`src/rtl/rttp_pkg.sv`:
```
// ----------------------------------------------------------------------------
// Ring-tone note parser package
// Shared widths, register indexes, character codes and the note record type.
// ----------------------------------------------------------------------------
`default_nettype none

package rttp_pkg;

   // Field widths
   localparam int CH_W       = 8;
   localparam int TONE_W     = 8;
   localparam int BEAT_W     = 16;
   localparam int DIGITS_W   = 16;
   localparam int SEMI_W     = 4;
   localparam int OCT_W      = 4;
   localparam int DUR_W      = 6;
   localparam int CSR_IDX_W  = 2;
   localparam int CSR_DATA_W = 16;

   // Configuration register indexes
   localparam logic [CSR_IDX_W-1:0] REG_WHOLE_NOTE_MS    = 2'd0;
   localparam logic [CSR_IDX_W-1:0] REG_DEFAULT_DURATION = 2'd1;
   localparam logic [CSR_IDX_W-1:0] REG_DEFAULT_OCTAVE   = 2'd2;

   // Reset values of the configuration registers
   localparam logic [BEAT_W-1:0] WHOLE_NOTE_RST = 16'd2400;
   localparam logic [DUR_W-1:0]  DEF_DUR_RST    = 6'd4;
   localparam logic [OCT_W-1:0]  DEF_OCT_RST    = 4'd5;

   // Octave that maps to tone offset zero
   localparam logic [TONE_W-1:0] BASE_OCTAVE    = 8'd4;
   localparam logic [TONE_W-1:0] SEMIS_PER_OCT  = 8'd12;

   // Character codes
   localparam logic [CH_W-1:0] CH_COLON = 8'h3A;
   localparam logic [CH_W-1:0] CH_SHARP = 8'h23;
   localparam logic [CH_W-1:0] CH_DOT   = 8'h2E;
   localparam logic [CH_W-1:0] CH_COMMA = 8'h2C;
   localparam logic [CH_W-1:0] CH_ZERO  = 8'h30;
   localparam logic [CH_W-1:0] CH_NINE  = 8'h39;
   localparam logic [CH_W-1:0] CH_A     = 8'h61;
   localparam logic [CH_W-1:0] CH_B     = 8'h62;
   localparam logic [CH_W-1:0] CH_C     = 8'h63;
   localparam logic [CH_W-1:0] CH_D     = 8'h64;
   localparam logic [CH_W-1:0] CH_E     = 8'h65;
   localparam logic [CH_W-1:0] CH_F     = 8'h66;
   localparam logic [CH_W-1:0] CH_G     = 8'h67;

   // One pending note waiting for the divider
   typedef struct packed {
      logic [DIGITS_W-1:0] digits;
      logic [SEMI_W-1:0]   semi;
      logic                dotted;
      logic [OCT_W-1:0]    octave;
      logic                last;
      logic                done;
   } note_type;

   // Semitone of a note letter; anything else is a rest
   function automatic logic [SEMI_W-1:0] letter_semi(input logic [CH_W-1:0] c);
      logic [SEMI_W-1:0] s;
      begin
         case (c)
            CH_C:    s = 4'd1;
            CH_D:    s = 4'd3;
            CH_E:    s = 4'd5;
            CH_F:    s = 4'd6;
            CH_G:    s = 4'd8;
            CH_A:    s = 4'd10;
            CH_B:    s = 4'd12;
            default: s = 4'd0;
         endcase
         return s;
      end
   endfunction

endpackage

`default_nettype wire

```
`src/rtl/rttp_channels.sv`:
```
// ----------------------------------------------------------------------------
// Ring-tone note parser channels
// Valid/ready interfaces for the byte input, note output and register writes.
// ----------------------------------------------------------------------------
`default_nettype none

interface rttp_req_if;
   import rttp_pkg::*;
   logic            valid;
   logic            ready;
   logic [CH_W-1:0] ch;
   logic            end_of_tune;
   modport source (output valid, output ch, output end_of_tune, input ready);
   modport sink   (input valid, input ch, input end_of_tune, output ready);
endinterface

interface rttp_rsp_if;
   import rttp_pkg::*;
   logic              valid;
   logic              ready;
   logic [TONE_W-1:0] tone;
   logic [BEAT_W-1:0] beat;
   logic              last_of_run;
   logic              tune_done;
   modport source (output valid, output tone, output beat, output last_of_run,
                   output tune_done, input ready);
   modport sink   (input valid, input tone, input beat, input last_of_run,
                   input tune_done, output ready);
endinterface

interface rttp_csr_if;
   import rttp_pkg::*;
   logic                  valid;
   logic                  ready;
   logic [CSR_IDX_W-1:0]  index;
   logic [CSR_DATA_W-1:0] data;
   modport source (output valid, output index, output data, input ready);
   modport sink   (input valid, input index, input data, output ready);
endinterface

`default_nettype wire

```
`src/rtl/ring_tone_note_parser_core.sv`:
```
// ----------------------------------------------------------------------------
// Ring-tone note parser core
// Parses ring-tone text byte by byte and emits tone/beat records per note.
// ----------------------------------------------------------------------------
// Usage:
//   req_ch : one text byte per item plus an end-of-tune flag. The header
//            (name and defaults) up to the second colon is skipped.
//   rsp_ch : one item per note: tone number, beat in ms, last_of_run on the
//            final item caused by a byte, tune_done on the tune's final note.
//   csr_ch : register writes (whole note ms, default duration, default
//            octave); always ready, write only while the core is idle.
// Flow:
//   A byte that ends no note leaves req_ch ready. A byte that ends one
//   or two notes holds off req_ch while each note goes through the shared
//   restoring divider: a load step, one divide step per quotient bit,
//   and a step that applies the dot and forms the tone. The next byte
//   is taken only once each note that the byte ends has gone out on
//   rsp_ch. A receiver stall holds the item and the core.
// Reset:
//   Registers return to 2400 / 4 / 5, the parser to the header phase and
//   no item is pending.
// ----------------------------------------------------------------------------
`default_nettype none

module ring_tone_note_parser_core (
   input  wire logic   clock,
   input  wire logic   reset,
   rttp_req_if.sink    req_ch,
   rttp_rsp_if.source  rsp_ch,
   rttp_csr_if.sink    csr_ch
);
   import rttp_pkg::*;

   // Parse phases
   localparam logic [2:0] PH_HEADER       = 3'd0;
   localparam logic [2:0] PH_DUR_EMPTY    = 3'd1;
   localparam logic [2:0] PH_DUR_DIGITS   = 3'd2;
   localparam logic [2:0] PH_AFTER_LETTER = 3'd3;
   localparam logic [2:0] PH_AFTER_SHARP  = 3'd4;
   localparam logic [2:0] PH_AFTER_DOT    = 3'd5;
   localparam logic [2:0] PH_AFTER_OCT    = 3'd6;

   // Sequencer states
   localparam logic [1:0] S_IDLE = 2'd0;
   localparam logic [1:0] S_LOAD = 2'd1;
   localparam logic [1:0] S_DIV  = 2'd2;
   localparam logic [1:0] S_OUT  = 2'd3;

   // Configuration registers
   logic [BEAT_W-1:0]   whole_ff;
   logic [DUR_W-1:0]    def_dur_ff;
   logic [OCT_W-1:0]    def_oct_ff;

   // Parser state
   logic [2:0]          phase_ff, phase_in;
   logic [1:0]          colons_ff, colons_in;
   logic [DIGITS_W-1:0] digits_ff, digits_in;
   logic [SEMI_W-1:0]   semi_ff, semi_in;
   logic                dot_ff, dot_in;
   logic [OCT_W-1:0]    oct_ff, oct_in;

   // Sequencer and divider
   logic [1:0]          st_ff;
   note_type            job0_ff, job1_ff;
   logic                has1_ff;
   logic [3:0]          cnt_ff;
   logic [BEAT_W-1:0]   rem_ff, quo_ff, dvsr_ff;
   logic                fin_ff;

   // Output register
   logic                rsp_valid_ff;
   logic [TONE_W-1:0]   tone_ff;
   logic [BEAT_W-1:0]   beat_ff;
   logic                last_ff, done_ff;

   logic                req_acc;
   logic                emit_a, emit_b, do_start, is_dig;
   note_type            note_a, note_b;
   logic [CH_W-1:0]     c;

   assign req_ch.ready = (st_ff == S_IDLE);
   assign req_acc      = req_ch.valid & req_ch.ready;
   assign csr_ch.ready = 1'b1;

   assign rsp_ch.valid       = rsp_valid_ff;
   assign rsp_ch.tone        = tone_ff;
   assign rsp_ch.beat        = beat_ff;
   assign rsp_ch.last_of_run = last_ff;
   assign rsp_ch.tune_done   = done_ff;

   // Parse one byte: next parser state and the notes it ends
   always_comb begin
      c         = req_ch.ch;
      phase_in  = phase_ff;
      colons_in = colons_ff;
      digits_in = digits_ff;
      semi_in   = semi_ff;
      dot_in    = dot_ff;
      oct_in    = oct_ff;
      emit_a    = 1'b0;
      emit_b    = 1'b0;
      do_start  = 1'b0;
      is_dig    = (c >= CH_ZERO) && (c <= CH_NINE);
      note_a    = '{digits: digits_ff, semi: semi_ff, dotted: dot_ff, octave: oct_ff,
                    last: 1'b0, done: 1'b0};

      if (phase_ff == PH_HEADER) begin
         if (c == CH_COLON) begin
            colons_in = colons_ff + 2'd1;
            if (colons_in >= 2'd2) begin
               colons_in = 2'd0;
               phase_in  = PH_DUR_EMPTY;
               digits_in = '0;
               semi_in   = '0;
               dot_in    = 1'b0;
               oct_in    = def_oct_ff;
            end
         end
      end else if (phase_ff == PH_DUR_EMPTY || phase_ff == PH_DUR_DIGITS) begin
         do_start = 1'b1;
      end else if (phase_ff == PH_AFTER_LETTER && c == CH_SHARP) begin
         semi_in  = semi_ff + 4'd1;
         phase_in = PH_AFTER_SHARP;
      end else if (phase_ff <= PH_AFTER_SHARP && c == CH_DOT) begin
         dot_in   = 1'b1;
         phase_in = PH_AFTER_DOT;
      end else if (phase_ff <= PH_AFTER_DOT && is_dig) begin
         oct_in   = c[OCT_W-1:0];
         phase_in = PH_AFTER_OCT;
      end else begin
         // Close the current note; a byte other than comma opens the next
         emit_a    = 1'b1;
         digits_in = '0;
         semi_in   = '0;
         dot_in    = 1'b0;
         oct_in    = def_oct_ff;
         phase_in  = PH_DUR_EMPTY;
         do_start  = (c != CH_COMMA);
      end

      // Start of a note: duration digit or letter
      if (do_start) begin
         if (is_dig) begin
            digits_in = (digits_in << 3) + (digits_in << 1)
                      + {{(DIGITS_W-4){1'b0}}, c[3:0]};
            phase_in  = PH_DUR_DIGITS;
         end else begin
            semi_in  = letter_semi(c);
            oct_in   = def_oct_ff;
            phase_in = PH_AFTER_LETTER;
         end
      end

      note_b = '{digits: digits_in, semi: semi_in, dotted: dot_in, octave: oct_in,
                 last: 1'b0, done: 1'b0};

      // End of tune: flush the pending note and go back to the header
      if (req_ch.end_of_tune) begin
         emit_b    = (phase_in >= PH_DUR_DIGITS);
         phase_in  = PH_HEADER;
         colons_in = 2'd0;
         digits_in = '0;
         semi_in   = '0;
         dot_in    = 1'b0;
         oct_in    = def_oct_ff;
      end

      note_b.last = 1'b1;
      note_b.done = req_ch.end_of_tune;
      note_a.last = !emit_b;
      note_a.done = req_ch.end_of_tune && !emit_b;
   end

   // Configuration writes
   always_ff @(posedge clock) begin
      if (reset) begin
         whole_ff   <= WHOLE_NOTE_RST;
         def_dur_ff <= DEF_DUR_RST;
         def_oct_ff <= DEF_OCT_RST;
      end else if (csr_ch.valid) begin
         unique case (csr_ch.index)
            REG_WHOLE_NOTE_MS:    whole_ff   <= csr_ch.data;
            REG_DEFAULT_DURATION: def_dur_ff <= csr_ch.data[DUR_W-1:0];
            REG_DEFAULT_OCTAVE:   def_oct_ff <= csr_ch.data[OCT_W-1:0];
            default: ;
         endcase
      end
   end

   // Parser state update
   always_ff @(posedge clock) begin
      if (reset) begin
         phase_ff  <= PH_HEADER;
         colons_ff <= 2'd0;
         digits_ff <= '0;
         semi_ff   <= '0;
         dot_ff    <= 1'b0;
         oct_ff    <= DEF_OCT_RST;
      end else if (req_acc) begin
         phase_ff  <= phase_in;
         colons_ff <= colons_in;
         digits_ff <= digits_in;
         semi_ff   <= semi_in;
         dot_ff    <= dot_in;
         oct_ff    <= oct_in;
      end
   end

   // Divider step and output formatting
   logic [BEAT_W:0]     shifted;
   logic [BEAT_W+1:0]   diff;
   logic                borrow;
   logic [BEAT_W-1:0]   beat_val;
   logic [TONE_W-1:0]   oct_ofs;
   logic [TONE_W-1:0]   tone_val;

   always_comb begin
      shifted  = {rem_ff, quo_ff[BEAT_W-1]};
      diff     = {1'b0, shifted} - {2'b00, dvsr_ff};
      borrow   = diff[BEAT_W+1];
      beat_val = job0_ff.dotted ? quo_ff + (quo_ff >> 1) : quo_ff;
      oct_ofs  = {{(TONE_W-OCT_W){1'b0}}, job0_ff.octave} - BASE_OCTAVE;
      tone_val = (job0_ff.semi == '0) ? '0
               : TONE_W'(oct_ofs * SEMIS_PER_OCT)
                 + {{(TONE_W-SEMI_W){1'b0}}, job0_ff.semi};
   end

   // Sequencer: load, divide bit by bit, format, hand off
   always_ff @(posedge clock) begin
      if (reset) begin
         st_ff        <= S_IDLE;
         has1_ff      <= 1'b0;
         rsp_valid_ff <= 1'b0;
         fin_ff       <= 1'b0;
         cnt_ff       <= '0;
      end else begin
         unique case (st_ff)
            S_IDLE: begin
               if (req_acc && (emit_a || emit_b)) begin
                  job0_ff <= emit_a ? note_a : note_b;
                  job1_ff <= note_b;
                  has1_ff <= emit_a && emit_b;
                  st_ff   <= S_LOAD;
               end
            end
            S_LOAD: begin
               // Zero divisor falls out as an all-ones quotient
               dvsr_ff <= (job0_ff.digits != '0) ? job0_ff.digits
                        : {{(BEAT_W-DUR_W){1'b0}}, def_dur_ff};
               rem_ff  <= '0;
               quo_ff  <= whole_ff;
               cnt_ff  <= '0;
               fin_ff  <= 1'b0;
               st_ff   <= S_DIV;
            end
            S_DIV: begin
               if (!fin_ff) begin
                  if (borrow) begin
                     rem_ff <= shifted[BEAT_W-1:0];
                     quo_ff <= {quo_ff[BEAT_W-2:0], 1'b0};
                  end else begin
                     rem_ff <= diff[BEAT_W-1:0];
                     quo_ff <= {quo_ff[BEAT_W-2:0], 1'b1};
                  end
                  cnt_ff <= cnt_ff + 4'd1;
                  fin_ff <= (cnt_ff == 4'd15);
               end else begin
                  tone_ff      <= tone_val;
                  beat_ff      <= beat_val;
                  last_ff      <= job0_ff.last;
                  done_ff      <= job0_ff.done;
                  rsp_valid_ff <= 1'b1;
                  st_ff        <= S_OUT;
               end
            end
            S_OUT: begin
               if (rsp_ch.ready) begin
                  rsp_valid_ff <= 1'b0;
                  if (has1_ff) begin
                     job0_ff <= job1_ff;
                     has1_ff <= 1'b0;
                     st_ff   <= S_LOAD;
                  end else begin
                     st_ff <= S_IDLE;
                  end
               end
            end
            default: st_ff <= S_IDLE;
         endcase
      end
   end

endmodule

`default_nettype wire
```
`src/flat_wrapper.sv`:
```
// flat-port wrapper written by rule: the top's interface ports become plain ports
module ring_tone_note_parser_core_flat import rttp_pkg::*;
  (clock, reset, req_ch_valid, req_ch_ch, req_ch_end_of_tune, req_ch_ready, rsp_ch_valid, rsp_ch_tone, rsp_ch_beat, rsp_ch_last_of_run, rsp_ch_tune_done, rsp_ch_ready, csr_ch_valid, csr_ch_index, csr_ch_data, csr_ch_ready);
  rttp_req_if req_ch_i ();
  rttp_rsp_if rsp_ch_i ();
  rttp_csr_if csr_ch_i ();
  input  wire logic clock;
  input  wire logic reset;
  input wire logic [$bits(req_ch_i.valid)-1:0] req_ch_valid;
  input wire logic [$bits(req_ch_i.ch)-1:0] req_ch_ch;
  input wire logic [$bits(req_ch_i.end_of_tune)-1:0] req_ch_end_of_tune;
  output wire logic [$bits(req_ch_i.ready)-1:0] req_ch_ready;
  output wire logic [$bits(rsp_ch_i.valid)-1:0] rsp_ch_valid;
  output wire logic [$bits(rsp_ch_i.tone)-1:0] rsp_ch_tone;
  output wire logic [$bits(rsp_ch_i.beat)-1:0] rsp_ch_beat;
  output wire logic [$bits(rsp_ch_i.last_of_run)-1:0] rsp_ch_last_of_run;
  output wire logic [$bits(rsp_ch_i.tune_done)-1:0] rsp_ch_tune_done;
  input wire logic [$bits(rsp_ch_i.ready)-1:0] rsp_ch_ready;
  input wire logic [$bits(csr_ch_i.valid)-1:0] csr_ch_valid;
  input wire logic [$bits(csr_ch_i.index)-1:0] csr_ch_index;
  input wire logic [$bits(csr_ch_i.data)-1:0] csr_ch_data;
  output wire logic [$bits(csr_ch_i.ready)-1:0] csr_ch_ready;
  assign req_ch_i.valid = req_ch_valid;
  assign req_ch_i.ch = req_ch_ch;
  assign req_ch_i.end_of_tune = req_ch_end_of_tune;
  assign req_ch_ready = req_ch_i.ready;
  assign rsp_ch_valid = rsp_ch_i.valid;
  assign rsp_ch_tone = rsp_ch_i.tone;
  assign rsp_ch_beat = rsp_ch_i.beat;
  assign rsp_ch_last_of_run = rsp_ch_i.last_of_run;
  assign rsp_ch_tune_done = rsp_ch_i.tune_done;
  assign rsp_ch_i.ready = rsp_ch_ready;
  assign csr_ch_i.valid = csr_ch_valid;
  assign csr_ch_i.index = csr_ch_index;
  assign csr_ch_i.data = csr_ch_data;
  assign csr_ch_ready = csr_ch_i.ready;
  ring_tone_note_parser_core u_core (.clock(clock), .reset(reset), .req_ch(req_ch_i), .rsp_ch(rsp_ch_i), .csr_ch(csr_ch_i));
endmodule
```
`config.mk`:
```
export PLATFORM = sky130hd
export DESIGN_NAME = ring_tone_note_parser_core_flat
export DESIGN_NICKNAME = d
export VERILOG_FILES = /design/src/rtl/rttp_pkg.sv /design/src/rtl/rttp_channels.sv /design/src/rtl/ring_tone_note_parser_core.sv /design/src/flat_wrapper.sv
export SDC_FILE = /design/constraint.sdc
export NUM_CORES = 1
export LEC_CHECK = 0
export BUFFER_PORTS_ARGS = -buffer_cell sky130_fd_sc_hd__buf_4
export CAP_MARGIN = 10
export CORE_ASPECT_RATIO = 0.7
export CORE_MARGIN = 4
export CORE_UTILIZATION = 62
export DETAILED_ROUTE_END_ITERATION = 10
export HOLD_SLACK_MARGIN = 0.08
export PLACE_DENSITY_LB_ADDON = 0.1
export SKIP_CTS_REPAIR_TIMING = 1
export SLEW_MARGIN = 20
export SYNTH_ARGS = -nofsm -noshare
export SYNTH_HDL_FRONTEND = slang
export SYNTH_SLANG_ARGS = --single-unit
export TNS_END_PERCENT = 5
```
`constraint.sdc`:
```
create_clock -name clock -period 10.45 [get_ports clock]
set_clock_uncertainty 0.1 [all_clocks]
set_input_delay 2.09 -clock clock [delete_from_list [all_inputs] [get_ports clock]]
set_output_delay 2.09 -clock clock [all_outputs]
set_load 0.01 [all_outputs]
```
==> results of run 1 <==
==> flip-flops by register name, indices dropped and copies added, names as in the netlist, 2 cells and up <==
| signal | cells |
|---|---|
| u_core.cnt_ff | 4 |
| u_core.colons_ff | 2 |
| u_core.def_dur_ff | 6 |
| u_core.def_oct_ff | 4 |
| u_core.digits_ff | 16 |
| u_core.dvsr_ff | 16 |
| u_core.job0_ff | 27 |
| u_core.job1_ff | 26 |
| u_core.oct_ff | 4 |
| u_core.phase_ff | 3 |
| u_core.quo_ff | 16 |
| u_core.rem_ff | 16 |
| u_core.rsp_ch.beat | 16 |
| u_core.rsp_ch.tone | 8 |
| u_core.semi_ff | 4 |
| u_core.st_ff | 2 |
| u_core.whole_ff | 16 |
==> per-stage QoR <==
step                cells  utilization  setup WS, ns
finish               1418       0.6995         3.097
global route         1418       0.6995         2.835
detailed placement   1386       0.6635         2.747
global placement     1386       0.6635         2.892
CTS                  1418       0.6980         3.191
floorplan            1147            -         2.091
==> cell usage after synthesis, types with 6 or more instances <==
library cell / count
edfxtp_1: 127
and3_1: 12
ha_1: 71
a211oi_1: 6
o21ai_0: 35
nand2b_1: 19
o31ai_1: 13
a21oi_1: 68
nand3_1: 29
clkbuf_1: 55
o21ai_1: 27
o21a_1: 14
nand4_1: 14
nand2_1: 107
nor2b_1: 10
a21o_1: 16
and2_1: 24
xnor2_1: 31
a31oi_1: 12
o211ai_1: 7
xor2_1: 12
a32o_1: 7
or3_1: 6
buf_2: 7
dfxtp_1: 65
a31o_2: 6
mux2i_1: 25
nor3_1: 40
inv_1: 44
mux2_2: 27
nor2_1: 79
a22oi_1: 16
nor4_1: 7
==> power breakdown <==
part	switching [µW]	total, µW	leakage, µW	internal, µW
Combinational	30.3	49.6	0.00304	19.3
Sequential	3.54	808	0.00170	804
Clock	291	695	0.000301	404
==> cell families after synthesis <==
group / count (synthesis) / share of synthesized area
compound gates: 286 / 0.1704
xor+xnor: 43 / 0.03315
fa+ha+maj: 76 / 0.08700
buf+inv: 115 / 0.04009
flops: 192 / 0.4502
mux: 52 / 0.04879
other cells: 1 / 0.0003301
simple gates: 382 / 0.1700
==> layout by cell type (no fill, tap or decap), drive strengths merged, types with 29 or more instances in the layout <==
cell    instances
dfxtp          65
nand2         107
xnor2          31
buf            73
ha             71
nor2           79
o21ai          62
inv            47
nor3           40
a21oi          69
edfxtp        127
nand3          29
==> metal layers <==
layer  wire [µm]  track usage
met1       13450       0.4299
met2       12010       0.3910
met3        2035      0.04429
met4         253      0.05279
met5           0            0
==> cell type report <==
class	count	area share
multi-input cells	840	0.4643
clock inverters	12	0.01460
clock buffers	20	0.03467
well taps	236	0.02344
inverters	45	0.01341
repair buffers	73	0.04351
flip-flops and latches	192	0.4061
==> worst paths after layout <==
check,start,end,slack [ns],cells after the start
worst max register to register,u_core.phase_ff[1],u_core.job0_ff[25],4.46,15
worst min-delay path,u_core.job0_ff[0],u_core.rsp_ch.tune_done,0.33,0
worst min register to register,u_core.job0_ff[0],u_core.rsp_ch.tune_done,0.33,0
worst max-delay path,req_ch_ch[2],u_core.job0_ff[25],3.10,16
==> flow_summary.json, run 1 <==
{
  "crit_family": "compound AO/OA/AOI/OAI gates",
  "yosys_warnings": 0,
  "dieArea_um2": 20590,
  "synth_ff_type": "edfxtp_1",
  "firstDrtPassIters": 5,
  "crit_fanout": 25,
  "synth_area_um2": 11360,
  "n_antenna_cell": 0,
  "period_needed_ns": 7.353,
  "setup_violations": 0,
  "dpl-instance-area_um2": 11950,
  "synth-async-reset-ratio": 0,
  "multi_input_area_um2": 5848,
  "clock_sinks": 192,
  "overflow": 0,
  "status": "finished clean",
  "die_h_um": 121.3,
  "finalHoldViolCount": 0,
  "die_w_um": 169.8,
  "slew_viol_final": 0,
  "syn_inst": 1147,
  "fillers": 1356,
  "clock_latency_ns": 0.43,
  "ios": 61,
  "synth_area_per_cell_um2": 9.905,
  "clk_pin_slew_ns": 0.07,
  "dp_hpwl_mm": 19.64,
  "viasPerCell": 6.355,
  "io_buffers": 59,
  "cts_buffers": 17,
  "register_area_um2": 5115,
  "critical_path.slowest_cell": "a2111oi_0",
  "slew_headroom": 0.3144,
  "synth_top_area_share": 0.3357,
  "grt_max_degree": 60,
  "drv_cap": 0,
  "wirelength_mm": 27.75,
  "drtAntennaViolNets": 0,
  "ys_types": 78,
  "place.gp.congestion": 0.9414,
  "path_cells": "buf_4 > nand4bb_1 > or4b_1 > and2_1 > a21oi_4 > and2_1 > ha_1 > xnor2_1 > fa_1 > a21o_1 > a2111oi_0 > o21ai_0 > a31oi_1 > mux2i_1 > a311oi_1 > a21o_1",
  "grt_antenna_before_repair": 0,
  "rsz0062_at_grt": "false",
  "ys_seq_area_frac": 0.4502,
  "crit_buf_inv": 1,
  "holdCritPathClass": "flip-flop to flip-flop",
  "start_kind": "input pin",
  "synth_top_area_cell": "edfxtp_1",
  "max-vdd-ir-drop_v": 0.00009749,
  "drt-wirelength-per-cell_um": 19.57,
  "synth_edf_count": 127,
  "fin_setup_tns_ns": 0,
  "fmax_mhz": 136.0,
  "vias": 9011,
  "cp.arrival_ns": 7.45,
  "p_per_area_nw_per_um2": 123.2,
  "end_kind": "flip-flop",
  "htreeDepth": 4,
  "tritoncts": "done",
  "finalPower_uw": 1552,
  "cts_root_buf": "clkbuf_16",
  "worst_pin_slew_ns": 1.002,
  "design_area_um2": 12600,
  "grt.total_usage": 0.2706,
  "crit_required_ns": 10.54,
  "drive_gt1_frac": 0.1311,
  "area_delta_synth_final_pct": 10.87,
  "cts_buffer_depth": 2,
  "netlist_top_cells_area": "edfxtp_1, dfxtp_1, ha_1",
  "finalCritPeriodShare": 0.7036,
  "grt_pass1_vias": 8295,
  "ys_ff_latch": 192,
  "whs_ns": 0.3259,
  "critPathMaxStageDelay_ns": 0.86,
  "grt_pass1_wl_mm": 44.09,
  "rows": 41,
  "synth_nets": 1255,
  "drtIter0Drc": 1069,
  "nets": 1277,
  "p_leak_uw": 0.005041,
  "coreArea_um2": 18010,
  "worstSetupPathType": "input pin to flip-flop",
  "drc": 0,
  "initial_utilization": 0.6309
}
Note: power is estimated with default switching activity, not from simulation.
==> inputs of run 2 (changes only) <==
- CORE_UTILIZATION: 62 -> 56
- clock period: 10.45 -> 6.2 ns (I/O delays scaled with it)
==> flow_summary.json, run 2 (synthesis results as in run 1) <==
{
  "p_per_area_nw_per_um2": 210.6,
  "tritoncts": "done",
  "ff2ff_setup_slack_ns": 1.08,
  "final_common_cell": "edfxtp_1",
  "fmax_mhz": 176.4,
  "finalPower_uw": 2682,
  "overflow": 0,
  "grt.total_usage": 0.2478,
  "drt-wirelength-per-cell_um": 19.00,
  "io_buffers": 59,
  "status": "finished clean",
  "setup_violations": 0,
  "drv_cap": 0,
  "clock_latency_ns": 0.44,
  "drc": 0,
  "rsz0062_at_grt": "false",
  "cp.arrival_ns": 5.77,
  "critical_path.slowest_cell": "nor4bb_1",
  "area_delta_synth_final_pct": 12.09,
  "holdCritPathClass": "flip-flop to flip-flop",
  "cts_buffers": 17,
  "crit_family": "compound AO/OA/AOI/OAI gates",
  "regMostFlops": "u_core.job0_ff",
  "p_leak_uw": 0.005094,
  "rows": 43,
  "crit_buf_inv": 2,
  "dp.cells": 1429,
  "period_needed_ns": 5.670,
  "clk_pin_slew_ns": 0.07,
  "ios": 61,
  "worst_pin_slew_ns": 1.088,
  "coreArea_um2": 19850,
  "grt_pass1_vias": 8322,
  "max-vdd-ir-drop_v": 0.0001743,
  "grt_pass1_wl_mm": 44.48,
  "vias": 9005,
  "finalHoldViolCount": 0,
  "critPathMaxStageDelay_ns": 0.57,
  "worstSetupPathType": "input pin to flip-flop",
  "slew_headroom": 0.2692,
  "cts_buffer_depth": 2,
  "grt_max_degree": 60,
  "wirelength_mm": 27.75,
  "crit_fanout": 6,
  "slew_viol_final": 0,
  "die_h_um": 127.2,
  "drtAntennaViolNets": 0,
  "firstDrtPassIters": 5,
  "stdcell_count": 1461,
  "fin_util": 0.6415,
  "die_w_um": 178.2,
  "drtIter0Drc": 792,
  "place.gp.congestion": 0.9605,
  "start_kind": "input pin",
  "dieArea_um2": 22670,
  "n_antenna_cell": 0,
  "top_regs": "u_core.job0_ff (27), u_core.job1_ff (26)",
  "initial_utilization": 0.5723,
  "drive_gt1_frac": 0.1394,
  "finalCritPeriodShare": 0.9145,
  "crit_required_ns": 6.30,
  "htreeDepth": 4,
  "cts_root_buf": "clkbuf_16",
  "clock_sinks": 192,
  "path_cells": "buf_4 > nor4bb_1 > a21oi_1 > a211o_1 > a21oi_4 > and2_1 > ha_1 > xnor2_1 > fa_1 > a21o_1 > a2111oi_0 > buf_4 > o21ai_0 > a31oi_1 > mux2i_1 > a311oi_1 > a21o_1",
  "nets": 1286,
  "largest_reg_flops": 27,
  "end_kind": "flip-flop",
  "viasPerCell": 6.164,
  "dp_hpwl_mm": 19.78,
  "final_cell_mix": "edfxtp_1, nand2_1, buf_4",
  "fin_setup_tns_ns": 0,
  "grt_antenna_before_repair": 0
}
==> run 2: cell types whose count changed in the layout (fill, tap and decap cells not counted), sizes merged <==
| cell | delta |
|---|---|
| buf | +9 |
| clkbuf | -2 |
| bufinv | +1 |
| clkinv | -1 |
| clkinvlp | +1 |
| inv | +1 |
==> run 2: worst reg2reg max path, cell delays in order (launching register included) <==
cell	delay, ns
dfxtp_1	0.67
and2_1	0.28
nand4_1	0.22
and2_1	0.35
a21oi_4	0.24
and2_1	0.19
ha_1	0.26
xnor2_1	0.18
fa_1	0.48
a21o_1	0.19
a2111oi_0	0.41
buf_4	0.20
o21ai_0	0.19
a31oi_1	0.28
mux2i_1	0.33
a311oi_1	0.14
a21o_1	0.18
==> run 2: path summary, 6_finish.rpt <==
path / startpoint / to / cells after the start
setup reg to reg: u_core.phase_ff[1] / u_core.job0_ff[25] / 16
setup / recovery: req_ch_ch[6] / u_core.job0_ff[25] / 17
hold reg to reg: u_core.job0_ff[0] / u_core.rsp_ch.tune_done / 0
hold / removal: u_core.job0_ff[0] / u_core.rsp_ch.tune_done / 0
==> run 2: per-layer routing <==
| layer | track usage | part of all wire | vias to the layer above |
|---|---|---|---|
| li1 | - | - | 4338 |
| met1 | 0.3884 | 0.50 | 4307 |
| met2 | 0.3507 | 0.41 | 317 |
| met3 | 0.05146 | 0.072 | 43 |
| met4 | 0.06044 | 0.016 | 0 |
| met5 | 0 | 0 | - |
==> run 2: layout make-up <==
class | instances | area (µm²)
Fill cell | 1618 | 7118
Multi-Input combinational cell | 840 | 5833
Timing Repair Buffer | 82 | 615.6
Clock buffer | 18 | 439.2
Clock inverter | 14 | 225.2
Inverter | 45 | 168.9
Sequential cell | 192 | 5115
Tap cell | 270 | 337.8
==> run 2: through the flow <==
| step | instance area, µm² | hold WS, ns | setup slack [ns] |
|---|---|---|---|
| 3_3_place_gp | 12060 | 0.3053 | 0.3275 |
| 6_report | 12730 | 0.3229 | 0.5300 |
| 4_1_cts | 12730 | 0.3264 | 0.6377 |
| 3_5_place_dp | 12070 | 0.3108 | 0.2049 |
| 5_1_grt | 12730 | 0.3429 | 0.1747 |
| 2_1_floorplan | 11360 | 0.3003 | 0.01561 |
==> run 2: where the power goes <==
group	internal [µW]	switching, µW	total [µW]	leakage, µW
Combinational	33.0	51.5	84.5	0.00308
Sequential	1360	6.14	1360	0.00170
Clock	734	502	1240	0.000319
